### config.mk
export PLATFORM = sky130hd
export DESIGN_NAME = hcbp_datapath
export DESIGN_NICKNAME = d
export VERILOG_FILES = /design/src/rtl/hcbp_pkg.sv /design/src/rtl/hcbp_datapath.sv
export SDC_FILE = /design/constraint.sdc
export NUM_CORES = 1
export LEC_CHECK = 0
export BUFFER_PORTS_ARGS = -buffer_cell sky130_fd_sc_hd__buf_2
export CAP_MARGIN = 20
export CORE_UTILIZATION = 60
export CTS_BUF_LIST = sky130_fd_sc_hd__clkbuf_16
export DETAILED_ROUTE_END_ITERATION = 7
export PLACE_DENSITY = 0.84
export SYNTH_ARGS = -nofsm -noshare
export SYNTH_HDL_FRONTEND = slang
export SYNTH_SLANG_ARGS = --single-unit
### constraint.sdc
create_clock -name clk -period 5.35 [get_ports clk]
set_clock_uncertainty 0.2 [all_clocks]
set_input_delay 0.8025 -clock clk [delete_from_list [all_inputs] [get_ports clk]]
set_output_delay 0.8025 -clock clk [all_outputs]
set_load 0.03 [all_outputs]
### src/rtl/hcbp_pkg.sv
// Shared types and constants for the code bit packer.
// Holds command codes, controller states and the controller/datapath bundles.
// No dependencies.
package hcbp_pkg;

	// Field widths of one input and one output transaction
	localparam int CMD_W       = 2;
	localparam int SYM_W       = 8;
	localparam int CODE_BITS_W = 32;
	localparam int CODE_LEN_W  = 6;
	localparam int BYTE_BITS   = 8;

	// Default configuration
	localparam int DEF_MAX_CODE_LEN  = 32;
	localparam int DEF_ALPHABET_SIZE = 256;

	// Command codes carried in the input tuser
	typedef enum logic [CMD_W-1:0] {
		CMD_LOAD   = 2'd0,
		CMD_ENCODE = 2'd1,
		CMD_FLUSH  = 2'd2
	} cmd_t;

	// Controller states
	typedef enum logic [1:0] {
		ST_IDLE,
		ST_FETCH,
		ST_STEP
	} state_t;

	// Commands from the controller to the datapath
	typedef struct packed {
		logic flush;   // pad and emit the partial byte, empty the accumulator
		logic fetch;   // load the working code from the table read data
		logic step;    // emit one byte or merge the remaining bits
	} dp_cmd_t;

	// Status from the datapath to the controller
	typedef struct packed {
		logic out_space;  // output register can take a byte this cycle
		logic need_emit;  // remaining code does not fit in the free bits
		logic last_emit;  // the byte emitted now is the final one of the item
	} dp_status_t;

endpackage

### src/rtl/hcbp_datapath.sv
// Datapath: bit accumulator, working code registers and output byte register.
// Driven by hcbp_ctrl commands. Depends on hcbp_pkg.
module hcbp_datapath #(
	parameter int CODE_W = hcbp_pkg::DEF_MAX_CODE_LEN
) (
	input  logic                          clk,
	input  logic                          arst_n,
	input  hcbp_pkg::dp_cmd_t             cmd,
	output hcbp_pkg::dp_status_t          status,
	input  logic [CODE_W-1:0]             rd_code,
	input  logic [$clog2(CODE_W+1)-1:0]   rd_len,
	output logic                          out_valid,
	input  logic                          out_ready,
	output logic [hcbp_pkg::BYTE_BITS-1:0] out_byte,
	output logic                          out_last
);

	localparam int LEN_W = $clog2(CODE_W + 1);
	localparam int AW    = (LEN_W > 4) ? LEN_W : 4;

	logic [7:0]          acc_q;
	logic [3:0]          fr_q;
	logic [CODE_W-1:0]   code_q;
	logic [LEN_W-1:0]    len_q;
	logic                out_valid_q;
	logic [7:0]          out_byte_q;
	logic                out_last_q;

	logic [AW-1:0]       len_x;
	logic [AW-1:0]       fr_x;
	logic [AW-1:0]       rest;
	logic                out_space;
	logic                need_emit;
	logic                last_emit;
	logic [CODE_W-1:0]   code_sh;
	logic [CODE_W+7:0]   code_sh_ext;
	logic [15:0]         acc_sh;
	logic [7:0]          emit_byte;
	logic [CODE_W-1:0]   code_rest;
	logic [CODE_W+7:0]   code_rest_ext;
	logic [CODE_W+7:0]   code_ext;
	logic [15:0]         acc_fin;
	logic [AW-1:0]       fr_after_emit;
	logic [CODE_W-1:0]   fetch_mask;
	logic                flush_emit;

	// Compare the remaining code length against the free bits
	assign len_x     = AW'(len_q);
	assign fr_x      = AW'(fr_q);
	assign rest      = len_x - fr_x;
	assign need_emit = fr_x < len_x;
	assign last_emit = rest <= AW'(8);
	assign out_space = !out_valid_q || out_ready;

	assign status.out_space = out_space;
	assign status.need_emit = need_emit;
	assign status.last_emit = last_emit;

	// Top the accumulator up with the leading code bits
	assign code_sh     = code_q >> rest;
	assign code_sh_ext = {8'b0, code_sh};
	assign acc_sh      = {8'b0, acc_q} << fr_q;
	assign emit_byte   = acc_sh[7:0] | code_sh_ext[7:0];

	// Keep the code bits not yet emitted
	assign code_rest     = code_q & ((CODE_W'(1) << rest) - CODE_W'(1));
	assign code_rest_ext = {8'b0, code_rest};
	assign fr_after_emit = AW'(8) - rest;

	// Merge a code that fits into the free bits
	assign code_ext = {8'b0, code_q};
	assign acc_fin  = ({8'b0, acc_q} << len_q) | {8'b0, code_ext[7:0]};

	// Drop code bits above the entry length
	assign fetch_mask = (CODE_W'(1) << rd_len) - CODE_W'(1);

	assign flush_emit = cmd.flush && (fr_q != 4'd8);

	// Working code registers
	always_ff @(posedge clk) begin
		if (cmd.fetch) begin
			code_q <= rd_code & fetch_mask;
			len_q  <= rd_len;
		end else if (cmd.step && need_emit) begin
			code_q <= code_rest;
			len_q  <= LEN_W'(rest);
		end
	end

	// Accumulator and free bit count
	always_ff @(posedge clk or negedge arst_n) begin
		if (!arst_n) begin
			acc_q <= '0;
			fr_q  <= 4'd8;
		end else if (cmd.flush) begin
			acc_q <= '0;
			fr_q  <= 4'd8;
		end else if (cmd.step) begin
			if (!need_emit) begin
				acc_q <= acc_fin[7:0];
				fr_q  <= fr_q - 4'(len_q);
			end else if (last_emit) begin
				acc_q <= code_rest_ext[7:0];
				fr_q  <= 4'(fr_after_emit);
			end else begin
				acc_q <= '0;
				fr_q  <= 4'd8;
			end
		end
	end

	// Output register: load a byte, clear once taken
	always_ff @(posedge clk or negedge arst_n) begin
		if (!arst_n) begin
			out_valid_q <= 1'b0;
		end else if (flush_emit || (cmd.step && need_emit)) begin
			out_valid_q <= 1'b1;
		end else if (out_ready) begin
			out_valid_q <= 1'b0;
		end
	end

	always_ff @(posedge clk) begin
		if (flush_emit) begin
			out_byte_q <= acc_sh[7:0];
			out_last_q <= 1'b1;
		end else if (cmd.step && need_emit) begin
			out_byte_q <= emit_byte;
			out_last_q <= last_emit;
		end
	end

	assign out_valid = out_valid_q;
	assign out_byte  = out_byte_q;
	assign out_last  = out_last_q;

	// Free bit count stays within one byte
	assert property (@(posedge clk) disable iff (!arst_n) fr_q <= 4'd8)
		else $error("free bit count above eight");

	// A byte is produced only when the output register can take it
	assert property (@(posedge clk) disable iff (!arst_n)
		(cmd.step && need_emit) |-> out_space)
		else $error("byte produced into a full output register");

	// A non-final byte leaves more than a byte of code to emit
	assert property (@(posedge clk) disable iff (!arst_n)
		(cmd.step && need_emit && !last_emit) |=> need_emit)
		else $error("emission ended before the final byte");

	// A flush always empties the accumulator
	assert property (@(posedge clk) disable iff (!arst_n)
		cmd.flush |=> (fr_q == 4'd8 && acc_q == 8'd0))
		else $error("accumulator not empty after flush");

endmodule

# After elaboration in Yosys (flattened, before gate mapping)
# Cells that the tools add are included.
# totals
regBits	60
inputBits	44
output_inout_bits	13
word_cells	49
# classes
addsub	5
n_lt_le_gt_ge	2
eq_ne	1
shifts	5
muxes	16
bitwise	4
n_reduce_logical	9
# op_table
operator	n
32-bit bitwise AND	2
32-bit 2-to-1 mux	2
1-bit by 6-bit left shift with 32-bit output, first input constant	2
8-bit 2-to-1 mux	6
32-bit by 6-bit >> shifter with 8-bit output	1
32-bit by 1-bit subtractor with 32-bit output, second input constant	1
32-bit by 2-bit subtractor with 32-bit output, second input constant	1
4-bit 2-to-1 mux	4
8-bit OR	2
6-bit 2-to-1 mux	2
2-bit nonzero test	4
8-bit by 4-bit left shift with 8-bit output	1
8-bit by 6-bit left shift with 8-bit output	1
6-bit by 4-bit <= comparator with 1-bit output, second input constant	1
4-bit by 6-bit less-than comparator with 1-bit output	1
6-bit by 4-bit subtractor with 6-bit output	1
4-bit != test, second input constant	1
4-bit subtractor	1
4-bit subtractor, first input constant	1
1-bit logical AND	2
1-bit logical OR	2
1-bit 2-to-1 mux	2
1-bit zero test	1

# Longest topological paths before layout
# logic_depth
word_depth	8
ltp_mapped	19
mapped_depth_nobuf	16

# Worst setup path before layout
# No wires, ideal clock.
# synth_timing
path_kind	flip-flop to flip-flop
start	reg fr_q[1]
end	reg code_q[28], data pin
setup_time_ps	257
arrival_ps	3838
required_ps	4893
slack_ps	1055
stages_incl_launch_ff	17
path_buffers	4
synth_period_minus_slack_ps	4295
cell_sequence	dfrtp_1 -> buf_1 -> inv_1 -> fa_1 -> a211oi_1 -> nor2_2 -> xor2_2 -> buf_2 -> buf_1 -> nand3_1 -> ha_1 -> clkbuf_1 -> o31a_1 -> o21ai_2 -> o311ai_0 -> o21ai_0 -> a32o_1
# synth_between
elab_chain_cells	6
# synth_lines
element	line_no	rtl
start: declaration	hcbp_datapath.sv:22	logic [3:0] fr_q;
start signal: assignment	hcbp_datapath.sv:101	fr_q <= fr_q - 4'(len_q);
start signal: assignment	hcbp_datapath.sv:104	fr_q <= 4'(fr_after_emit);
6-bit by 4-bit subtractor with 6-bit output	hcbp_datapath.sv:50	assign rest = len_x - fr_x;
1-bit by 6-bit left shift with 32-bit output	hcbp_datapath.sv:66	assign code_rest = code_q & ((CODE_W'(1) << rest) - CODE_W'(1));
32-bit by 1-bit subtractor with 32-bit output	hcbp_datapath.sv:66	
32-bit bitwise AND	hcbp_datapath.sv:66	
32-bit 2-to-1 mux	hcbp_datapath.sv:84	end else if (cmd.step && need_emit) begin
32-bit 2-to-1 mux	hcbp_datapath.sv:81	if (cmd.fetch) begin
end signal: assignment	hcbp_datapath.sv:82	code_q <= rd_code & fetch_mask;
end signal: assignment	hcbp_datapath.sv:85	code_q <= code_rest;
end: declaration	hcbp_datapath.sv:23	logic [CODE_W-1:0] code_q;
# No other way between the ends. The select of a mux whose other input is x is not followed.
# A chain may end at the register's enable or synchronous reset.

==> flow_summary.yaml <==
placement:
  portBuffers: 56
  routabilityCongestion: 1.02
  dp_hpwl_um: 16000
  placedCellCount: 959
cells_and_area:
  diodes: 0
  final_common_cell: "nand2_1"
  final_cell_count_no_fill: 975
  fin_util_pct: 68.0
  most-common-layout-cells: "nand2_1 (109), nor2_1 (77), o21ai_0 (68)"
  n_fill_cell: 877
  area_growth_syn_to_layout_pct: 9.66
  layout.nets: 891
  layout-drive-gt1-share_pct: 16.8
yosys:
  synth_area_leaders: "edfxtp_1 (22%), nand2_1 (6.4%), mux2i_1 (5.3%), o21ai_0 (5.3%), dfrtp_1 (4.7%)"
  synth_top_cell_area_share_pct: 21.6
  synth_flop_cell: "edfxtp_1"
  synth_top_area_cell: "edfxtp_1"
  synth_enable_flop_cells: 46
  synth.cell_area_sq_um: 6400
  yosysUniqueCellTypes: 83
  syn_area_per_cell_sq_um: 7.80
  synth-warning-count: 0
  synthArstFlopShare_pct: 21.7
  ys_seq_elements: 60
  ys_seq_area_share_pct: 27.0
  syn_inst: 821
  synth.net_count: 878
die:
  die_area_sq_um: 11100
  fp.dieW_um: 105
  coreArea_sq_um: 10300
  initial_utilization_pct: 62.0
  num_rows: 37
  dieHeight_um: 105
  ioPinCount: 57
global_routing:
  grt_pass1_vias: 6158
  antenna_found_initial: 0
  track_usage_pct: 39.6
  grt_max_degree: 75
  grt_pass1_wl_um: 33700
  overflow: 0
routing:
  drt_iter0_markers: 1210
  viasPerCell: 6.99
  firstDrtPassIters: 7
  drc_errors: 0
  routedWlPerCell_um: 22.1
  wl_um: 21600
  antenna_left: 0
  vias: 6813
setup_path:
  critPathCaptureType: "output pin"
  startpoint_type: "register"
  crit_fanout: 17
  startpoint: "fr_q[1]$_DFFE_PN0P_"
  crit_required_ns: 4.35
  rr_startpoint: "fr_q[1]$_DFFE_PN0P_"
  critical_path_class: "register to output pin"
  critPathArrivalTime_ns: 3.64
hold_path:
  worstHoldPathType: "primary input to async pin"
timing:
  fmax_mhz: 216
  setup_viol: 0
  relSlewSlack_pct: 32.1
  fin_crit_ns: 4.64
  rsz0062_at_grt: "no"
  setup_tns_ns: 0
  tightest_slew_ns: 1.01
  finalCritPeriodShare_pct: 86.7
  slew_viol_final: 0
  final_hold_viol_count: 0
clock_network:
  worstSkewPairLatency_ns: 0.34
  cts.clk_slew.worst_paths_ns: 0.05
  cts_root_buf: "clkbuf_16"
  cts_sinks: 60
  htree_levels: 3
  post_cts_buffers: 0
  clockBufferDepth: 2
  cts_tree: "built"
  cts_resized: 0
  holdBufCountCts: 0
  numCtsBuffers: 9
run:
  drv_cap: 0
run_status:
  status: "finished, final reports clean"
-- cells in the mapped netlist, types with 3 or more instances --
cell type and instances:
a211oi_1 19, and3_1 6, nand2_1 109, nor2b_1 8
nand4_1 4, o31a_1 3, o21ai_1 4, mux4_2 6
nor3_2 3, o22ai_1 12, nand3_1 46, o211ai_1 14
inv_1 25, or2_2 3, xnor2_1 9, mux2_2 13
buf_4 3, dfrtp_1 12, nand2b_1 14, edfxtp_1 46
a311oi_1 3, a32oi_1 3, a22oi_1 4, a21oi_1 49
nor4_1 7, o31ai_1 10, xor2_1 12, o32ai_1 7
buf_2 15, buf_1 12, nor2_1 77, o311ai_0 6
o21a_1 5, ha_1 11, nor3_1 26, a21o_1 3
clkbuf_1 35, o21ai_0 68, a22o_1 4, a31oi_1 15
mux2i_1 34
-- logic make-up after synthesis --
group                    synth area share (%)
XOR/XNOR                                 3.64
multiplexers                             10.3
buffers and inverters                    6.29
flip-flops                               27.0
AO/OA/AOI/OAI                            26.9
adder cells (fa/ha/maj)                  2.78
AND/OR/NAND/NOR                          23.1
-- per-layer routing --
layer	wire length, um	GRT usage (%)
met5	0	0
met4	487	10.6
met3	2910	11.4
met1	8520	55.0
met2	9650	60.4
-- state kept, by name, indices dropped and copies added, names as in the netlist --
register / count
code_q: 32
acc_q: 8
len_q: 6
fr_q: 4
out_byte: 8
out_valid: 1
out_last: 1
-- stage by stage --
step	cell area [sq um]	hold WS, ns	worst slack [ns]
3_3_place_gp	6680	0.267	0.999
2_1_floorplan	6400	0.255	1.06
4_1_cts	7020	0.164	0.712
6_report	7020	0.164	0.711
3_5_place_dp	6680	0.267	0.842
5_1_grt	7020	0.180	0.305
-- path summary, 6_finish.rpt --
path	endpoint	cells after the start	slack, ns
worst min register to register	out_last$_SDFFE_PP1P_	2	0.28
worst max-delay path	status[0]	9	0.71
worst min-delay path	acc_q[5]$_DFFE_PN0P_	1	0.16
max in group asynchronous	fr_q[3]$_DFFE_PN1P_	1	4.48
worst max register to register	code_q[28]$_DFFE_PP_	12	0.74
min in group clk	out_last$_SDFFE_PP1P_	2	0.28
-- worst max-delay path, cell delays in order, from the launching register on --
cell and delay [ns]:
dfrtp_1 0.68, inv_1 0.19, fa_1 0.54, a211oi_1 0.36, nor2_2 0.15, xor2_2 0.60
o21ai_0 0.16, or2_1 0.32, inv_1 0.09, buf_2 0.20
-- cell type report --
class / count / area, sq um / area share [%]
multi-input combinational: 666 / 4290 / 61.2
sequential: 60 / 1730 / 24.6
timing repair buffer: 70 / 385 / 5.49
clock buffer: 9 / 225 / 3.21
tap: 136 / 170 / 2.42
clock inverter: 7 / 115 / 1.64
inverter: 27 / 101 / 1.44
Power is not shown: default switching activity piles up to over one toggle a cycle in this logic, so the estimate is an artifact.
