===== config.mk =====
export PLATFORM = sky130hd
export DESIGN_NAME = hcbp_ctrl
export DESIGN_NICKNAME = d
export VERILOG_FILES = /design/src/rtl/hcbp_pkg.sv /design/src/rtl/hcbp_ctrl.sv
export SDC_FILE = /design/constraint.sdc
export NUM_CORES = 1
export LEC_CHECK = 0
export BUFFER_PORTS_ARGS = -buffer_cell sky130_fd_sc_hd__buf_2
export CORE_AREA = 2 2 39 41
export DETAILED_ROUTE_END_ITERATION = 7
export DIE_AREA = 0 0 41 43
export SLEW_MARGIN = 10
export SYNTH_ARGS = -nofsm -noshare
export SYNTH_HDL_FRONTEND = slang
export SYNTH_SLANG_ARGS = --single-unit

===== constraint.sdc =====
create_clock -name clk -period 1.1 [get_ports clk]
set_input_delay 0.055 -clock clk [delete_from_list [all_inputs] [get_ports clk]]
set_output_delay 0.055 -clock clk [all_outputs]
set_load 0.005 [all_outputs]

===== src/rtl/hcbp_pkg.sv =====
// Shared types and constants for the code bit packer.
// Holds command codes, controller states and the controller/datapath bundles.
// No dependencies.
package hcbp_pkg;

	// Field widths of one input and one output transaction
	localparam int CMD_W       = 2;
	localparam int SYM_W       = 8;
	localparam int CODE_BITS_W = 32;
	localparam int CODE_LEN_W  = 6;
	localparam int BYTE_BITS   = 8;

	// Default configuration
	localparam int DEF_MAX_CODE_LEN  = 32;
	localparam int DEF_ALPHABET_SIZE = 256;

	// Command codes carried in the input tuser
	typedef enum logic [CMD_W-1:0] {
		CMD_LOAD   = 2'd0,
		CMD_ENCODE = 2'd1,
		CMD_FLUSH  = 2'd2
	} cmd_t;

	// Controller states
	typedef enum logic [1:0] {
		ST_IDLE,
		ST_FETCH,
		ST_STEP
	} state_t;

	// Commands from the controller to the datapath
	typedef struct packed {
		logic flush;   // pad and emit the partial byte, empty the accumulator
		logic fetch;   // load the working code from the table read data
		logic step;    // emit one byte or merge the remaining bits
	} dp_cmd_t;

	// Status from the datapath to the controller
	typedef struct packed {
		logic out_space;  // output register can take a byte this cycle
		logic need_emit;  // remaining code does not fit in the free bits
		logic last_emit;  // the byte emitted now is the final one of the item
	} dp_status_t;

endpackage


===== src/rtl/hcbp_ctrl.sv =====
// Controller: sequences table loads, lookups, byte emission and flushes.
// Talks to hcbp_datapath and hcbp_code_table. Depends on hcbp_pkg.
module hcbp_ctrl (
	input  logic                       clk,
	input  logic                       arst_n,
	input  logic                       in_valid,
	output logic                       in_ready,
	input  logic [hcbp_pkg::CMD_W-1:0] in_cmd,
	input  hcbp_pkg::dp_status_t       status,
	output hcbp_pkg::dp_cmd_t          dp_cmd,
	output logic                       tbl_we,
	output logic                       tbl_re
);

	hcbp_pkg::state_t state_q;
	hcbp_pkg::state_t state_d;
	logic             accept;
	logic             is_load;
	logic             is_encode;
	logic             is_flush;

	// Decode the incoming command
	always_comb begin
		is_load   = 1'b0;
		is_encode = 1'b0;
		is_flush  = 1'b0;
		case (in_cmd)
			hcbp_pkg::CMD_LOAD:   is_load   = 1'b1;
			hcbp_pkg::CMD_ENCODE: is_encode = 1'b1;
			hcbp_pkg::CMD_FLUSH:  is_flush  = 1'b1;
			default: ;
		endcase
	end

	assign in_ready = (state_q == hcbp_pkg::ST_IDLE) && status.out_space;
	assign accept   = in_valid && in_ready;

	// Next state
	always_comb begin
		state_d = state_q;
		case (state_q)
			hcbp_pkg::ST_IDLE: begin
				if (accept && is_encode) state_d = hcbp_pkg::ST_FETCH;
			end
			hcbp_pkg::ST_FETCH: begin
				state_d = hcbp_pkg::ST_STEP;
			end
			hcbp_pkg::ST_STEP: begin
				if (!status.need_emit) begin
					state_d = hcbp_pkg::ST_IDLE;
				end else if (status.out_space && status.last_emit) begin
					state_d = hcbp_pkg::ST_IDLE;
				end
			end
			default: state_d = hcbp_pkg::ST_IDLE;
		endcase
	end

	// Outputs
	always_comb begin
		dp_cmd = '0;
		tbl_we = 1'b0;
		tbl_re = 1'b0;
		case (state_q)
			hcbp_pkg::ST_IDLE: begin
				tbl_we       = accept && is_load;
				tbl_re       = accept && is_encode;
				dp_cmd.flush = accept && is_flush;
			end
			hcbp_pkg::ST_FETCH: begin
				dp_cmd.fetch = 1'b1;
			end
			hcbp_pkg::ST_STEP: begin
				dp_cmd.step = !status.need_emit || status.out_space;
			end
			default: ;
		endcase
	end

	always_ff @(posedge clk or negedge arst_n) begin
		if (!arst_n) begin
			state_q <= hcbp_pkg::ST_IDLE;
		end else begin
			state_q <= state_d;
		end
	end

endmodule


======== After elaboration in Yosys (flattened, before gate mapping) ========
Cells that the tools add are included.
storage, ports and cells
  output and inout port bits .............. 6
  register bits ........................... 2
  bits of input ports ..................... 8
cells by class
  eq/ne operators ......................... 6
  reductions and logical operators ........ 11
  multiplexer cells ....................... 12
operators by type and width
  operator                                                number
  2-to-1 mux 1 bit                                        8
  logical AND 1 bit                                       6
  2-to-1 mux 2 bit                                        3
  one-hot mux 2 bit (3 select lines)                      1
  == test 2 x 1 -> 1 bit (second input constant)          2
  == test 2 bit (second input constant)                   2
  logical NOT 2 bit                                       2
  inequality test 3 bit (second input constant)           1
  inequality test 2 x 1 -> 1 bit (second input constant)  1
  AND reduction 2 bit                                     1
  logical NOT 1 bit                                       1
  logical OR 1 bit                                        1

======== Longest topological paths before layout ========
Gate-level depths: netlist of the first run.
  word-level depth ........................ 6
  gate-level depth with buffers ........... 2
  mapped depth without buffers ............ 2

======== Worst setup path before layout of the first run ========
Ideal clock, no wire load.
  path type ............................... reg-to-output
  from .................................... register state_q[1]
  to ...................................... output tbl_re
  stages on the path, launching flop included .. 3
  data required time ...................... 1.045 ns
  path slack .............................. 0.197 ns
  data arrival time ....................... 0.848 ns
  buffers on the path ..................... 0
  path through ............................ dfrtp_1 > nand4bb_4 > nor3b_1
between the ends
  word-level cells in the longest chain between the ends .. 5
ends and longest elaborated chain
  element                 line                              RTL
  start, declared         hcbp_ctrl.sv:15                   hcbp_pkg::state_t state_q;
  start signal, assigned  hcbp_ctrl.sv:82                   state_q <= hcbp_pkg::ST_IDLE;
  start signal, assigned  hcbp_ctrl.sv:84                   state_q <= state_d;
  logical NOT 2 bit (*)   hcbp_ctrl.sv:35, hcbp_ctrl.sv:64
  logical AND 1 bit       hcbp_ctrl.sv:35                   assign in_ready = (state_q == hcbp_pkg::ST_IDLE) && status.out_space;
  logical AND 1 bit       hcbp_ctrl.sv:36                   assign accept = in_valid && in_ready;
  logical AND 1 bit       hcbp_ctrl.sv:67                   tbl_re = accept && is_encode;
  2-to-1 mux 1 bit (*)    hcbp_ctrl.sv:64                   case (state_q)
  end, declared           hcbp_ctrl.sv:12                   output logic tbl_re
Mark *: on every way between the ends. The rest lies on a longest branch, timed or not.

==> metrics.csv, run 1 <==
metric,value,unit
yosys_warnings,0,
start_util,0.112,
clockBufferDepth,2,
synthFlopType,dfrtp_1,
synthMuxAreaShare,0,
crit_path_end_kind,primary output,
finalHoldViolCount,0,
finClkSkew,0.00232,ns
hold_path.class,primary input to flop,
die_y,43,µm
synthSimpleGateAreaFrac,0.500,
min_to,state_q[0],
cts_tree,done,
worstPathRequired,1.04,ns
first_pass_iters,1,
fp.dieW,41,µm
grt_max_degree,5,
grt_use_total,0.0594,
htree_levels,1,
drt_iter0_markers,0,
critPathArrivalTime,1.14,ns
place.gp.congestion,0.640,
relSlewSlack,0.897,
routedWlPerCell,8.20,µm
synthArstFlopShare,1.00,
cts_root_buf,clkbuf_4,
dr_total_vias,174,
top_regs,state_q: 2 flops,
synth_area,155,µm²
min_period,1.20,ns
clk_pin_slew,0.03,ns
die_area,0.00176,mm²
p_leak,0.152,nW
cap_violations,0,
coreArea,0.00138,mm²
vias_per_cell,3.55,
max_flop_register,state_q,
setup_ws,-0.0954,ns
drc,0,
worst_path_max_delay_cell,dfrtp_1,
final-setup-viol-count,4,
grt_pass1_vias,167,
synth-seq-cells,2,
reg2reg_slack,0.11,ns
synth_compound_area_frac,0.105,
r2r-start,state_q[1],
yosysMostFrequentCell,nor3b_1,
startpoint_type,flop,
critPathMaxStageDelay,0.39,ns
hold-path-cell-count,2,
ys_seq_area_frac,0.323,
syn_avg_cell_area,10.3,µm²
grt_pass1_wl,655,µm
rows,14,
antenna_left,0,
slew_viol_final,0,
synth_top_family_by_area,simple AND/OR/NAND/NOR gates,
r2r.worst_path.cells,3,
yosysUniqueCellTypes,11,
pwr_density_cell,990,mW/mm²
synth_fa_ha_area_frac,0,
nFillCells,158,
violations,negative setup slack,
synthesis.nets,23,
critical_path_class,flop to primary output,
synthXorXnorAreaFrac,0,
worst_pin_slew,0.154,ns
status,"finished, violations left",
postSynthCellCount,15,
drt_wl_total,402,µm
rsz0062_at_grt,yes,
post-synth-top-area-cell,dfrtp_1,
fmax,0.837,GHz
num-nets-final,43,
synth_common_cells,"nor3b_1 (3), dfrtp_1 (2), nor3_1 (2)",
drive_gt1_frac,0.727,
final_util,0.218,
clk_latency,0.22,ns
worstPathCellList,nand4bb_4 > nor3b_2 > buf_2,
synth_edf_count,0,
synth_top_area_share,0.323,
reg2reg_to,state_q[1],
grt_antenna_before_repair,0,
cts_sinks,2,
largest_reg_flops,2,
cp_max_fo,4,
worstHoldStart,in_cmd[1],
finalSetupTns,-0.284,ns
ioPinCount,14,
cts_buffers,3,
diodes,0,
io_buffers,13,
syn2layout_area_growth,94.4,%
synthTopCellsByArea,"dfrtp_1 (32%), nand4bb_4 (18%), nor3b_1 (15%)",
grt-ovfl-total,0,
fin_crit_sh,1.09,
irDropWorstVdd,0.000568,V
[metal layers]
metal / vias to the layer above / GRT usage / routed length [µm]
met5: - / 0 / 0
met4: 0 / 0.0400 / 0
met3: 0 / 0.0471 / 48
met2: 10 / 0.0688 / 150
met1: 74 / 0.0712 / 202
li1: 90 / - / -
[worst max-delay path: cells and delay by family (launching register included)]
| family | cells | cell delay (ns) |
|---|---|---|
| buffers and inverters | 1 | 0.12 |
| AND/OR/NAND/NOR | 2 | 0.41 |
| flip-flops | 1 | 0.39 |
[cell usage in the layout (no fill, tap or decap)]
master / n
a21boi_2: 1
a31o_1: 1
and2b_1: 1
buf_2: 13
buf_4: 2
clkbuf_4: 3
dfrtp_1: 2
dlygate4sd3_1: 1
inv_1: 1
nand2_1: 1
nand4bb_4: 1
nor2b_2: 1
nor3_1: 1
nor3_2: 1
nor3b_1: 1
nor3b_2: 2
[stage by stage]
stage	cell area (µm²)	worst slack, ns	hold slack (ns)	power (mW)	std cells
after floorplan	155	0.197	-0.241	0.102	15
after global placement	233	0.0778	-0.160	0.129	43
after detailed placement	233	0.0820	-0.156	0.129	43
after CTS	294	-0.116	0.0298	0.310	49
after global routing	302	-0.183	0.0525	0.328	49
final	302	-0.0954	0.0489	0.298	49
[final cells by class]
class / instances / area, µm² / area share
repair buffers: 16 / 90.1 / 0.299
inverters: 1 / 3.75 / 0.0124
multi-input cells: 11 / 115 / 0.382
flip-flops and latches: 2 / 50.0 / 0.166
well taps: 16 / 20.0 / 0.0664
clock buffers: 3 / 22.5 / 0.0747
[repair_timing]
item	CTS	global route
setup endpoints to repair	4	6
buffers inserted	2	0
gates resized for setup	4	2
hold endpoints to repair	2	0
hold buffers	1	0
pin swaps	2	0
[logic make-up (layout without fill, tap and decap cells)]
kind of cell    after synthesis  in the layout
flops                         2              2
simple gates                  9              9
compound gates                2              2
buf+inv                       2             20
[how the worst max path moves through the flow]
stage	startpoint	to	slack, ns	depth (start not counted)
after floorplan	state_q[1]	tbl_re	0.20	2
after global placement	state_q[1]	tbl_re	0.08	3
after detailed placement	state_q[1]	tbl_re	0.08	3
after CTS	state_q[0]	dp_cmd[2]	-0.12	3
after global routing	state_q[0]	dp_cmd[2]	-0.18	3
final	state_q[1]	dp_cmd[2]	-0.1	3
[power by group]
group,leakage (nW),internal [mW],switching [mW]
Combinational,0.111,0.0352,0.0256
Sequential,0.0274,0.0769,0.00204
Clock,0.0138,0.120,0.0387
(Power assumes the default switching activity.)
==> run 2, diff against run 1 <==
--- a/config.mk
+++ b/config.mk
@@ -9,6 +9,7 @@
 export CORE_AREA = 2 2 39 41
 export DETAILED_ROUTE_END_ITERATION = 7
 export DIE_AREA = 0 0 41 43
+export PLACE_DENSITY = 0.35
 export SLEW_MARGIN = 10
 export SYNTH_ARGS = -nofsm -noshare
 export SYNTH_HDL_FRONTEND = slang
==> run 2 against run 1 <==
Compared with the run above: the flow still finishes with violations (negative setup slack); die area unchanged; worst setup slack got worse by 0.033 ns; power increased by 3.5%; hold slack improved by 0.010 ns; utilization increased by 1.6 points; largest cell class unchanged.
==> metrics.csv, run 2 (synthesis gave the netlist of run 1 again) <==
metric,value,unit
drt_wl_total,473,µm
slew_viol_final,0,
pwr_density_cell,953,mW/mm²
dr_total_vias,192,
vias_per_cell,3.84,
rows,14,
min_period,1.23,ns
ioPinCount,14,
drc,0,
irDropWorstVdd,0.000729,V
worstPathRequired,1.04,ns
num-nets-final,44,
rsz0062_at_grt,yes,
grt-ovfl-total,0,
clockBufferDepth,2,
diodes,0,
drive_gt1_frac,0.794,
grt_pass1_vias,201,
grt_max_degree,5,
cts_buffers,3,
startpoint_type,flop,
die_y,43,µm
critPathArrivalTime,1.17,ns
clk_latency,0.22,ns
clk_pin_slew,0.03,ns
cts_root_buf,clkbuf_4,
start_util,0.112,
io_buffers,13,
cp_max_fo,4,
violations,negative setup slack,
cts_tree,done,
final-setup-viol-count,4,
htree_levels,1,
largest_reg_flops,2,
first_pass_iters,1,
antenna_left,0,
layout.cells.most_common,buf_2,
finalSetupTns,-0.368,ns
top_regs,state_q: 2 flops,
finClkSkew,0.00242,ns
fp.dieW,41,µm
max_flop_register,state_q,
die_area,0.00176,mm²
hold_path.class,primary input to flop,
cts_sinks,2,
final_util,0.234,
critical_path_class,flop to primary output,
setup_ws,-0.128,ns
fmax,0.814,GHz
nFillCells,157,
syn2layout_area_growth,109,%
drt_iter0_markers,0,
p_leak,0.161,nW
place.gp.congestion,0.565,
worst_pin_slew,0.133,ns
dp_hpwl,360,µm
grt_use_total,0.0684,
routedWlPerCell,9.46,µm
cap_violations,0,
final_cell_mix,"buf_2 (13), nor3b_2 (3), clkbuf_4 (3), buf_4 (3)",
grt_pass1_wl,738,µm
final_cells,50,
fin_crit_sh,1.12,
post-place-cells,43,
grt_antenna_before_repair,0,
totalPowerFinal,0.309,mW
status,"finished, violations left",
finalHoldViolCount,0,
relSlewSlack,0.911,
crit_path_end_kind,primary output,
hold_slack,0.0590,ns
coreArea,0.00138,mm²
run 2: power breakdown:
group	total (mW)	internal (mW)	switching (mW)
clock	0.161	0.120	0.0403
sequential	0.0781	0.0768	0.00127
combinational	0.0702	0.0404	0.0298
total	0.309	0.237	0.0714
run 2: stage by stage:
step / worst slack (ns) / cell area (µm²)
4_1_cts: -0.128 / 288
3_5_place_dp: 0.0589 / 233
6_report: -0.128 / 324
3_3_place_gp: 0.100 / 233
5_1_grt: -0.194 / 324
2_1_floorplan: 0.197 / 155
run 2: area by class of cell:
| class | instances | area, µm² | area share |
|---|---|---|---|
| multi-input combinational | 11 | 130 | 0.402 |
| timing repair buffer | 17 | 97.6 | 0.301 |
| sequential | 2 | 50.0 | 0.154 |
| clock buffer | 3 | 22.5 | 0.0695 |
| tap | 16 | 20.0 | 0.0618 |
| inverter | 1 | 3.75 | 0.0116 |
run 2: path summary, 6_finish.rpt:
path	startpoint	to	slack (ns)	cells past startpoint
min in group asynchronous	arst_n	state_q[1]	0.14	2
worst max-delay path	state_q[1]	tbl_re	-0.13	3
max in group asynchronous	arst_n	state_q[0]	0.86	2
worst min-delay path	in_cmd[1]	state_q[0]	0.06	2
worst max register to register	state_q[1]	state_q[0]	0.07	3
worst min register to register	state_q[0]	state_q[0]	0.70	3
run 2: what timing repair did:
| item | 4_1_cts | 5_1_grt |
|---|---|---|
| hold buffers | 1 | 0 |
| resized for setup | 4 | 5 |
| pin swaps | 2 | 4 |
| setup endpoints to repair | 4 | 6 |
| hold endpoints to repair | 2 | 0 |
| setup buffers | 1 | 2 |
run 2: layer usage:
layer  global-route usage  wire [µm]
met5                    0          0
met4               0.0400          0
met3               0.0681        101
met2               0.0969        231
met1               0.0583        141
run 2: critical path: stages, from the launching register on:
cell,delay (ns)
dfrtp_1,0.36
nand4bb_4,0.27
nor3b_2,0.19
buf_2,0.13
==> run 3, diff against run 2 <==
==> constraint.sdc (replaced) <==
create_clock -name clk -period 1.1 [get_ports clk]
set_input_delay 0.055 -clock clk [delete_from_list [all_inputs] [get_ports clk]]
set_output_delay 0.055 -clock clk [all_outputs]
set_load 0.02 [all_outputs]
==> run 3 against run 2 <==
Compared with the run above: design area down 1.5%; critical path depth unchanged; first-iteration DRC count up 1; via count down 1.0%; sequential power up 0.6%; wire length up 3.6%; the run still ends with negative setup slack left; die area unchanged; largest cell class is now non-clock buffers.
==> metrics.csv, run 3 (synthesis gave the netlist of run 1 again) <==
metric,value,unit
finClkSkew,0.00160,ns
fp.dieW,41,µm
nFillCells,149,
irDropWorstVdd,0.000384,V
antenna_left,0,
top_regs,state_q: 2 flops,
slew_viol_final,0,
clockBufferDepth,2,
drt_wl_total,490,µm
htree_levels,1,
drc,0,
r2r-start,state_q[0],
place.gp.congestion,0.522,
critPathArrivalTime,1.23,ns
cts_sinks,2,
fin_crit_sh,1.16,
cp_max_fo,4,
relSlewSlack,0.887,
layout.cells.most_common,buf_2,
finalHoldViolCount,0,
cap_violations,0,
worstPathRequired,1.04,ns
ioPinCount,14,
fin_area,319,µm²
grt_max_degree,5,
die_y,43,µm
fmax,0.781,GHz
grt_pass1_vias,200,
clk_latency,0.23,ns
multiInputGateArea,109,µm²
num-nets-final,44,
rsz0062_at_grt,yes,
cts_root_buf,clkbuf_4,
r2r.worst_path.cells,4,
grt_antenna_before_repair,0,
rows,14,
pwr_density_cell,1020,mW/mm²
worst_pin_slew,0.168,ns
grt-ovfl-total,0,
io_buffers,13,
critical_path_class,flop to primary output,
cts_buffers,3,
reg2reg_slack,-0.03,ns
hold_path.class,primary input to flop,
violations,negative setup slack,
worstHoldStart,in_cmd[1],
reg2reg_to,state_q[1],
cts_tree,done,
vias_per_cell,3.80,
routedWlPerCell,9.80,µm
dr_total_vias,190,
hold-path-cell-count,2,
clk_pin_slew,0.03,ns
syn2layout_area_growth,106,%
final-setup-viol-count,7,
coreArea,0.00138,mm²
die_area,0.00176,mm²
start_util,0.112,
status,"finished, violations left",
min_period,1.28,ns
totalPowerFinal,0.327,mW
grt_use_total,0.0702,
drive_gt1_frac,0.676,
first_pass_iters,2,
final_cell_mix,"buf_2 (8), buf_4 (7), clkbuf_4 (3), nor3b_2 (2), dfrtp_1 (2)",
drt_iter0_markers,1,
diodes,0,
dp_hpwl,376,µm
p_leak,0.157,nW
regArea,50.0,µm²
place_area,255,µm²
max_flop_register,state_q,
min_to,state_q[0],
hold_slack,0.0528,ns
final_cells,50,
startpoint_type,flop,
crit_path_end_kind,primary output,
largest_reg_flops,2,
setup_ws,-0.180,ns
post-place-cells,44,
grt_pass1_wl,703,µm
[run 3: layout make-up]
| class | count | area share |
|---|---|---|
| Timing Repair Buffer | 17 | 0.357 |
| Sequential cell | 2 | 0.157 |
| Multi-Input combinational cell | 11 | 0.341 |
| Clock buffer | 3 | 0.0706 |
| Tap cell | 16 | 0.0627 |
| Inverter | 1 | 0.0118 |
[run 3: timing repair]
item,in CTS,in global routing
hold endpoints to repair,2,0
hold buffers,1,0
endpoints found under the setup margin,6,7
buffers inserted,1,1
pin swaps,0,1
resized for setup,5,1
[run 3: worst max path at each step]
stage / from / end / slack (ns) / cells past startpoint
2_1_floorplan: state_q[0] / dp_cmd[0] / 0.004 / 2
3_3_place_gp: state_q[0] / tbl_re / 0.07 / 3
3_5_place_dp: state_q[0] / tbl_re / 0.04 / 3
4_1_cts: state_q[0] / tbl_re / -0.21 / 3
5_1_grt: state_q[0] / tbl_re / -0.26 / 3
6_report: state_q[0] / tbl_re / -0.18 / 3
[run 3: per-stage QoR]
| stage | setup slack (ns) | TNS, ns | utilization |
|---|---|---|---|
| finish | -0.180 | -0.755 | 0.231 |
| global placement | 0.0654 | 0 | 0.184 |
| floorplan | 0.00378 | 0 | - |
| detailed placement | 0.0404 | 0 | 0.184 |
| CTS | -0.205 | -0.813 | 0.223 |
| global route | -0.261 | -1.23 | 0.231 |
[run 3: worst max-delay path: stages, from the launching register on]
cell and delay [ns]:
dfrtp_1 0.40, nand4bb_4 0.25, nor3b_2 0.20, buf_4 0.16
[run 3: power breakdown]
part / leakage, nW / internal (mW) / switching [mW]
Combinational: 0.115 / 0.0400 / 0.0367
Sequential: 0.0274 / 0.0768 / 0.00179
Clock: 0.0138 / 0.121 / 0.0503
[run 3: metal layers]
metal / wire (µm) / global-route usage / share of wire
met4: 0 / 0.0600 / 0
met1: 171 / 0.0481 / 0.35
met3: 84 / 0.0681 / 0.17
met2: 235 / 0.103 / 0.48
met5: 0 / 0 / 0
